`config.mk`:
```
export PLATFORM = sky130hd
export DESIGN_NAME = moving_average_filter_top
export DESIGN_NICKNAME = d
export VERILOG_FILES = /design/src/maf_pkg.sv /design/src/maf_div.sv /design/src/moving_average_filter_top.sv
export SDC_FILE = /design/constraint.sdc
export NUM_CORES = 1
export LEC_CHECK = 0
export BUFFER_PORTS_ARGS = -buffer_cell sky130_fd_sc_hd__buf_2
export CORE_AREA = 10 10 300 302
export CTS_BUF_LIST = sky130_fd_sc_hd__clkbuf_8
export DETAILED_ROUTE_END_ITERATION = 10
export DIE_AREA = 0 0 310 312
export GPL_ROUTABILITY_DRIVEN = 0
export PLACE_DENSITY_LB_ADDON = 0.3
export SLEW_MARGIN = 10
export SYNTH_ARGS = -nofsm -noshare
export SYNTH_HDL_FRONTEND = slang
export SYNTH_SLANG_ARGS = --single-unit
```
`constraint.sdc`:
```
create_clock -name clk -period 5.2 [get_ports clk]
set_input_delay 0.26 -clock clk [delete_from_list [all_inputs] [get_ports clk]]
set_output_delay 0.26 -clock clk [all_outputs]
set_load 0.1 [all_outputs]
```
`src/maf_pkg.sv`:
```
// Shared constants, types and state encodings for the moving average filter.
`default_nettype none

package maf_pkg;

  localparam int MAX_WINDOW_DEF  = 64;
  localparam int SAMPLE_BITS_DEF = 16;

  localparam int AVG_W     = 24;
  localparam int FRAC_W    = 8;
  localparam int WIN_W     = 7;
  localparam int CFG_IDX_W = 1;

  localparam logic [CFG_IDX_W-1:0] REG_ENABLE = 1'd0;
  localparam logic [CFG_IDX_W-1:0] REG_WINDOW = 1'd1;

  localparam logic [WIN_W-1:0] WINDOW_RESET = 7'd5;

  typedef enum logic [2:0] {
    S_IDLE,
    S_UPDATE,
    S_START,
    S_DIVIDE,
    S_HOLD
  } ctrl_state_t;

  typedef enum logic [1:0] {
    D_IDLE,
    D_RUN,
    D_FIX
  } div_state_t;

endpackage

`default_nettype wire

```
`src/maf_div.sv`:
```
// Serial restoring divider: signed running sum scaled by 256 over the fill count.
`default_nettype none

module maf_div #(
  parameter int DIVIDEND_W = 22
) (
  input  wire logic                           clk,
  input  wire logic                           rst,
  input  wire logic                           start,
  input  wire logic signed [DIVIDEND_W-1:0]   dividend,
  input  wire logic [maf_pkg::WIN_W-1:0]      divisor,
  output logic                                done,
  output logic [maf_pkg::AVG_W-1:0]           quotient
);

  localparam int NUM_W = DIVIDEND_W + maf_pkg::FRAC_W;
  localparam int CNT_W = $clog2(NUM_W + 1);
  localparam int WIN_W = maf_pkg::WIN_W;
  localparam int AVG_W = maf_pkg::AVG_W;

  maf_pkg::div_state_t state, state_next;

  logic [CNT_W-1:0]      cnt;
  logic                  neg;
  logic [NUM_W-1:0]      quo;
  logic [WIN_W-1:0]      rem;
  logic [WIN_W-1:0]      divr;

  logic [DIVIDEND_W-1:0] mag;
  logic [WIN_W:0]        trial;
  logic [WIN_W:0]        diff;
  logic                  ge;
  logic [NUM_W+AVG_W-1:0] q_wide;
  logic [AVG_W-1:0]      q_low;

  assign mag   = dividend[DIVIDEND_W-1] ? (~$unsigned(dividend) + 1'b1) : $unsigned(dividend);
  assign trial = {rem, quo[NUM_W-1]};
  assign ge    = trial >= {1'b0, divr};
  assign diff  = trial - {1'b0, divr};
  assign q_wide = {{AVG_W{1'b0}}, quo};
  assign q_low  = q_wide[AVG_W-1:0];

  always_comb begin
    state_next = state;
    case (state)
      maf_pkg::D_IDLE: begin
        if (start) state_next = maf_pkg::D_RUN;
      end
      maf_pkg::D_RUN: begin
        if (cnt == CNT_W'(1)) state_next = maf_pkg::D_FIX;
      end
      maf_pkg::D_FIX: begin
        state_next = maf_pkg::D_IDLE;
      end
      default: begin
        state_next = maf_pkg::D_IDLE;
      end
    endcase
  end

  always_comb begin
    done     = (state == maf_pkg::D_FIX);
    quotient = neg ? (~q_low + 1'b1) : q_low;
  end

  always_ff @(posedge clk) begin
    if (rst) begin
      state <= maf_pkg::D_IDLE;
      cnt   <= '0;
    end else begin
      state <= state_next;
      if (state == maf_pkg::D_IDLE && start) begin
        cnt <= CNT_W'(NUM_W);
      end else if (state == maf_pkg::D_RUN) begin
        cnt <= cnt - 1'b1;
      end
    end
  end

  always_ff @(posedge clk) begin
    if (state == maf_pkg::D_IDLE && start) begin
      neg  <= dividend[DIVIDEND_W-1];
      quo  <= {mag, {maf_pkg::FRAC_W{1'b0}}};
      rem  <= '0;
      divr <= divisor;
    end else if (state == maf_pkg::D_RUN) begin
      quo <= {quo[NUM_W-2:0], ge};
      rem <= ge ? diff[WIN_W-1:0] : trial[WIN_W-1:0];
    end
  end

endmodule

`default_nettype wire

```
`src/moving_average_filter_top.sv`:
```
// Moving average filter top level: config registers, ring store, sequencer, output register.
//
// One sample per transaction; one average per sample. With averaging enabled a
// sample enters the window and the serial divider, which produces one quotient
// bit per cycle, forms the average; with averaging disabled the sample, scaled
// by 256, goes to the output register. The next sample is taken only once the
// result is loaded. The output register holds a finished result while the next
// sample is being worked on. Writing either register empties the window.
`default_nettype none

module moving_average_filter_top #(
  parameter int MAX_WINDOW  = maf_pkg::MAX_WINDOW_DEF,
  parameter int SAMPLE_BITS = maf_pkg::SAMPLE_BITS_DEF
) (
  input  wire logic                            clk,
  input  wire logic                            rst,
  input  wire logic                            cfg_wr_en,
  input  wire logic [maf_pkg::CFG_IDX_W-1:0]   cfg_index,
  input  wire logic [maf_pkg::WIN_W-1:0]       cfg_data,
  input  wire logic                            in_valid,
  output logic                                 in_ready,
  input  wire logic signed [SAMPLE_BITS-1:0]   sample,
  output logic                                 out_valid,
  input  wire logic                            out_ready,
  output logic signed [maf_pkg::AVG_W-1:0]     average
);

  localparam int WIN_W   = maf_pkg::WIN_W;
  localparam int AVG_W   = maf_pkg::AVG_W;
  localparam int FRAC_W  = maf_pkg::FRAC_W;
  localparam int WIN_MAX = (MAX_WINDOW < 127) ? MAX_WINDOW : 127;
  localparam int SUM_W   = SAMPLE_BITS + $clog2(WIN_MAX);
  localparam int ADDR_W  = (MAX_WINDOW > 1) ? $clog2(MAX_WINDOW) : 1;
  localparam int CMP_W   = (ADDR_W + 1 > WIN_W) ? ADDR_W + 1 : WIN_W;

  maf_pkg::ctrl_state_t state, state_next;

  logic                    enable;
  logic [WIN_W-1:0]        win_len;
  logic [WIN_W-1:0]        fill_count;
  logic [ADDR_W-1:0]       oldest_slot;
  logic signed [SUM_W-1:0] running_sum;

  logic [SAMPLE_BITS-1:0]  store [MAX_WINDOW];
  logic signed [SAMPLE_BITS-1:0] samp;
  logic signed [SAMPLE_BITS-1:0] rd_data;
  logic [AVG_W-1:0]        res;

  logic [WIN_W-1:0]        weff;
  logic                    full;
  logic [CMP_W-1:0]        oldest_inc;
  logic [CMP_W-1:0]        fill_ext;
  logic [ADDR_W-1:0]       oldest_next;
  logic [ADDR_W-1:0]       wr_addr;
  logic signed [SUM_W-1:0] sum_next;

  logic signed [SAMPLE_BITS+AVG_W-1:0] pass_ext;
  logic [AVG_W-1:0]        pass_val;

  logic                    out_load;
  logic                    div_start;
  logic                    div_done;
  logic [AVG_W-1:0]        div_q;

  always_comb begin
    if (win_len == '0) begin
      weff = WIN_W'(1);
    end else if (int'(win_len) > MAX_WINDOW) begin
      weff = WIN_W'(MAX_WINDOW);
    end else begin
      weff = win_len;
    end
  end

  assign full        = fill_count >= weff;
  assign oldest_inc  = CMP_W'(oldest_slot) + 1'b1;
  assign oldest_next = (oldest_inc == CMP_W'(weff)) ? '0 : oldest_inc[ADDR_W-1:0];
  assign fill_ext    = CMP_W'(fill_count);
  assign wr_addr     = full ? oldest_slot : fill_ext[ADDR_W-1:0];
  assign sum_next    = running_sum + SUM_W'(samp) - (full ? SUM_W'(rd_data) : SUM_W'(0));

  assign pass_ext = (SAMPLE_BITS + AVG_W)'(sample);
  assign pass_val = {pass_ext[AVG_W-FRAC_W-1:0], {FRAC_W{1'b0}}};

  // registers and window state
  always_ff @(posedge clk) begin
    if (rst) begin
      enable      <= 1'b0;
      win_len     <= maf_pkg::WINDOW_RESET;
      fill_count  <= '0;
      oldest_slot <= '0;
      running_sum <= '0;
    end else if (cfg_wr_en && cfg_index == maf_pkg::REG_ENABLE) begin
      enable      <= cfg_data[0];
      fill_count  <= '0;
      oldest_slot <= '0;
      running_sum <= '0;
    end else if (cfg_wr_en && cfg_index == maf_pkg::REG_WINDOW) begin
      win_len     <= cfg_data;
      fill_count  <= '0;
      oldest_slot <= '0;
      running_sum <= '0;
    end else if (state == maf_pkg::S_UPDATE) begin
      running_sum <= sum_next;
      if (full) begin
        oldest_slot <= oldest_next;
      end else begin
        fill_count <= fill_count + 1'b1;
      end
    end
  end

  // ring store
  always_ff @(posedge clk) begin
    if (state == maf_pkg::S_UPDATE) begin
      store[wr_addr] <= samp;
    end
    rd_data <= store[oldest_slot];
  end

  always_comb begin
    state_next = state;
    case (state)
      maf_pkg::S_IDLE: begin
        if (in_valid) state_next = enable ? maf_pkg::S_UPDATE : maf_pkg::S_HOLD;
      end
      maf_pkg::S_UPDATE: begin
        state_next = maf_pkg::S_START;
      end
      maf_pkg::S_START: begin
        state_next = maf_pkg::S_DIVIDE;
      end
      maf_pkg::S_DIVIDE: begin
        if (div_done) state_next = maf_pkg::S_HOLD;
      end
      maf_pkg::S_HOLD: begin
        if (!out_valid || out_ready) state_next = maf_pkg::S_IDLE;
      end
      default: begin
        state_next = maf_pkg::S_IDLE;
      end
    endcase
  end

  always_comb begin
    in_ready  = (state == maf_pkg::S_IDLE);
    div_start = (state == maf_pkg::S_START);
    out_load  = (state == maf_pkg::S_HOLD) && (!out_valid || out_ready);
  end

  always_ff @(posedge clk) begin
    if (rst) begin
      state     <= maf_pkg::S_IDLE;
      out_valid <= 1'b0;
    end else begin
      state <= state_next;
      if (out_load) begin
        out_valid <= 1'b1;
      end else if (out_ready) begin
        out_valid <= 1'b0;
      end
    end
  end

  always_ff @(posedge clk) begin
    if (in_valid && in_ready) begin
      samp <= sample;
      res  <= pass_val;
    end else if (state == maf_pkg::S_DIVIDE && div_done) begin
      res <= div_q;
    end
    if (out_load) begin
      average <= res;
    end
  end

  maf_div #(
    .DIVIDEND_W (SUM_W)
  ) u_div (
    .clk      (clk),
    .rst      (rst),
    .start    (div_start),
    .dividend (running_sum),
    .divisor  (fill_count),
    .done     (div_done),
    .quotient (div_q)
  );

  a_fill_in_window: assert property (@(posedge clk) disable iff (rst)
    fill_count <= weff)
    else $error("fill count beyond window");

  a_ring_only_when_full: assert property (@(posedge clk) disable iff (rst)
    (oldest_slot != '0) |-> (fill_count == weff))
    else $error("ring pointer moved before window filled");

  a_done_while_dividing: assert property (@(posedge clk) disable iff (rst)
    div_done |-> (state == maf_pkg::S_DIVIDE))
    else $error("divider finished outside divide state");

  a_result_from_hold: assert property (@(posedge clk) disable iff (rst)
    $rose(out_valid) |-> ($past(state) == maf_pkg::S_HOLD))
    else $error("output loaded outside hold state");

endmodule

`default_nettype wire
```
==> results by group <==
Timing
  – Final setup viols: 0
  – Setup TNS: 0 ns
  – Final slew viol count: 0
  – Setup ws final: 0.2313 ns
  – Fmax: 201.3 MHz
  – Final worst path period share: 95.55%
  – Min Tclk post-route: 4.969 ns
  – Hold slack: 0.1258 ns
  – Least-Margin Pin Slew: 1.081 ns
  – Worst slew margin: 27.48%
  – RSZ-0062 raised after global routing: no
  – Clock Skew: 0.04041 ns
  – Final Hold Fails: 0

Placed design
  – I/O Buffers: 54
  – Pre-CTS setup slack: -0.09912 ns
  – Dpl hpwl: 66430 um

Route
  – Via/cell ratio: 6.277
  – Routed Antenna Nets: 0
  – DR pass1 iterations: 6
  – Drt wl/cell: 26.75 um
  – DRT iter0 DRCs: 3435
  – DR vias: 26330
  – Routed WL: 112200 um
  – DRC: 0

Min path
  – Hold crit path type: in2reg

Power and ir drop
  – VDD IR max: 249.0 uV
  – Switching part of the total power: 23.90%
  – Cell Int Power: 14.78 mW
  – Sequential share of power: 55.8%
  – Switch Pwr: 4.643 mW
  – Clk network pwr share: 37.3%
  – Pwr Density: 351.1 nW/um^2
  – Comb power frac: 6.9%
  – P_leak: 17.95 nW

Logic synthesis
  – Yosys cell types: 70
  – Number of synthesized flops with an enable pin: 1110
  – Synth area leaders: edfxtp_1 68%, mux4_2 15%, dfxtp_1 3.8%, nand2_1 1.2%, ha_1 1.1%
  – Syn_area_per_cell: 18.48 sq um
  – Post-synthesis net count: 2756
  – Synth Warn #: 0
  – Yosys top cell area share: 67.75%
  – Asr flop ratio synth: 0%
  – Synthesized instance count: 2663
  – Count leader, synth: edfxtp_1
  – Seq cells post-synth: 1203
  – Mapped Area: 49200 sq um
  – Top FF cell, synth: edfxtp_1
  – Leading area contributor after synthesis: edfxtp_1
  – Synth top cells by count: 1110 x edfxtp_1, 325 x mux4_2, 160 x nand2_1
  – Sequential share of the synthesized area: 71.53%

Worst setup path
  – Reg2Reg Setup Slack: 0.23 ns
  – WP data required: 5.95 ns
  – Crit path max fanout: 7
  – Crit. End Element: flop
  – Critical path type: reg2reg
  – CP Launch Type: flop
  – Data arrival time of the critical path: 5.71 ns

Clock network
  – CTS H-tree lvls: 4
  – Clock buffer depth: 3
  – Clock latency on the worst-skew pair: 0.87 ns
  – Number of buffers created by CTS: 183
  – Reg clk slew, reported paths: 0.06 ns
  – Clock tree from TritonCTS: yes
  – Sink Count: 1203
  – Root buf cell: clkbuf_8

Layout
  – Area grow syn2layout: 12.46%
  – Layout Utilization: 65.60%
  – Number of nets in the layout: 3041
  – Layout cells sized above 1: 25.55%

Floorplanning
  – Std-Cell Rows: 107
  – Die footprint: 96720 sq um
  – Io pins: 55
  – Die H: 312 um
  – Core area: 84340 sq um
  – Die W: 310 um
  – Initial Utilization: 58.33%

Outcome
  – Outcome: finished, final reports clean

Job
  – MaxCap Viol Count: 0

GRT
  – Remaining global-route overflow: 0
  – Vias in the first global route: 26700
  – GRT Util Overall: 23.59%
  – Initial antenna violation count: 4
  – Pin count of the biggest net entering global routing: 102
  – First-pass GRT wire length: 169900 um
[final timing paths]
check / start / end / cells after the start
max: win_len[1] / running_sum[21] / 21
min: sample[13] / samp[13] / 2
max reg2reg: win_len[1] / running_sum[21] / 21
min reg2reg: res[8] / average[8] / 0
[state kept, by name (all words and copies together), names as in the netlist, 5 cells and up]
name and flops:
res 24, rd_data 16, oldest_slot 6, store 1024, u_div.rem 7, running_sum 22
win_len 7, average 24, fill_count 7, samp 16, u_div.quo 30, u_div.divr 7
u_div.cnt 5
[layer usage]
metal  up-vias  GRT usage (%)  share of wire (%)
met5         -              0                  0
met4         0          8.132                2.9
met3       212          4.868                9.0
met2      1403          37.14                 49
met1     13500          32.92                 39
li1      11220              -                  -
[repair_timing]
item / CTS / global route
hold endpoints to repair: 54 / 0
pin swaps: 2 / 6
buffers inserted: 0 / 1
hold buffers: 45 / 0
endpoints found under the setup margin: 6 / 9
resized for setup: 6 / 13
[cells by family (layout without fill, tap and decap cells)]
logic type / count (synthesis) / in the layout / synth area share (%)
flip-flops: 1203 / 1203 / 71.53
other: 0 / 1 / 0
buffers and inverters: 243 / 684 / 2.027
AO/OA/AOI/OAI: 259 / 259 / 3.199
XOR/XNOR: 79 / 79 / 1.406
adder cells (fa/ha/maj): 64 / 64 / 1.963
AND/OR/NAND/NOR: 464 / 464 / 4.461
multiplexers: 351 / 351 / 15.41
[cell type report]
class | count | area, sq um
clock buffers | 184 | 2532
multi-input cells | 1217 | 13110
well taps | 1090 | 1364
diodes | 1 | 2.502
flip-flops and latches | 1203 | 35210
clock inverters | 157 | 872.1
inverters | 110 | 412.9
repair buffers | 233 | 1827
fillers | 5419 | 29020
[metrics by stage]
stage	instances	instance area [sq um]	power, mW
CTS	4193	55270	19.52
global route	4195	55330	20.11
detailed placement	3807	51390	12.32
finish	4195	55330	19.42
global placement	3807	51390	12.25
floorplan	2663	49200	11.92
[worst max-delay path, cell delays in order, from the launching register on]
cell	delay, ns
dfxtp_1	0.31
nor3_1	0.18
a21oi_1	0.10
nor2_2	0.14
ha_1	0.25
nand2b_1	0.18
a2111oi_4	0.37
o31ai_4	0.14
a21o_4	0.27
and2_1	0.18
fa_1	0.51
inv_1	0.05
ha_1	0.29
a211oi_2	0.21
o21bai_1	0.12
o2111a_1	0.27
or4b_1	0.53
a31oi_1	0.17
buf_4	0.14
or3_1	0.17
mux2i_1	0.21
nand3_1	0.08
[power groups by stage]
stage                     Sequential, mW  Combinational, mW  Clock (mW)
after floorplan                     11.3              0.661           0
after global placement              11.0               1.21           0
after detailed placement            11.0               1.28           0
after CTS                           10.8               1.31        7.37
after global routing                10.8               1.46        7.80
final                               10.8               1.34        7.24
[cell usage in the layout (no fill, tap or decap), types with 5 or more instances in the layout]
cell type	n
o21ai_1	5
clkinv_1	54
bufinv_16	5
buf_2	54
or3_1	7
a21oi_1	64
or2_2	7
xor2_1	33
inv_1	163
a31oi_1	14
fa_1	21
nand3_1	35
inv_6	5
clkbuf_8	184
nor2_1	115
buf_12	8
buf_4	126
o31ai_1	15
and3_1	7
xnor2_1	46
edfxtp_1	1110
nor2b_1	12
o41ai_1	7
nor4_1	11
nand2b_1	15
mux2i_1	24
and2_1	30
ha_1	40
nand2_1	160
dfxtp_1	89
dlygate4sd3_1	45
a21o_1	6
nor3_1	28
a211oi_1	15
o21ai_0	93
o211ai_1	5
mux4_2	325
clkinv_2	30
nand4_1	5
(Power assumes the default switching activity.)
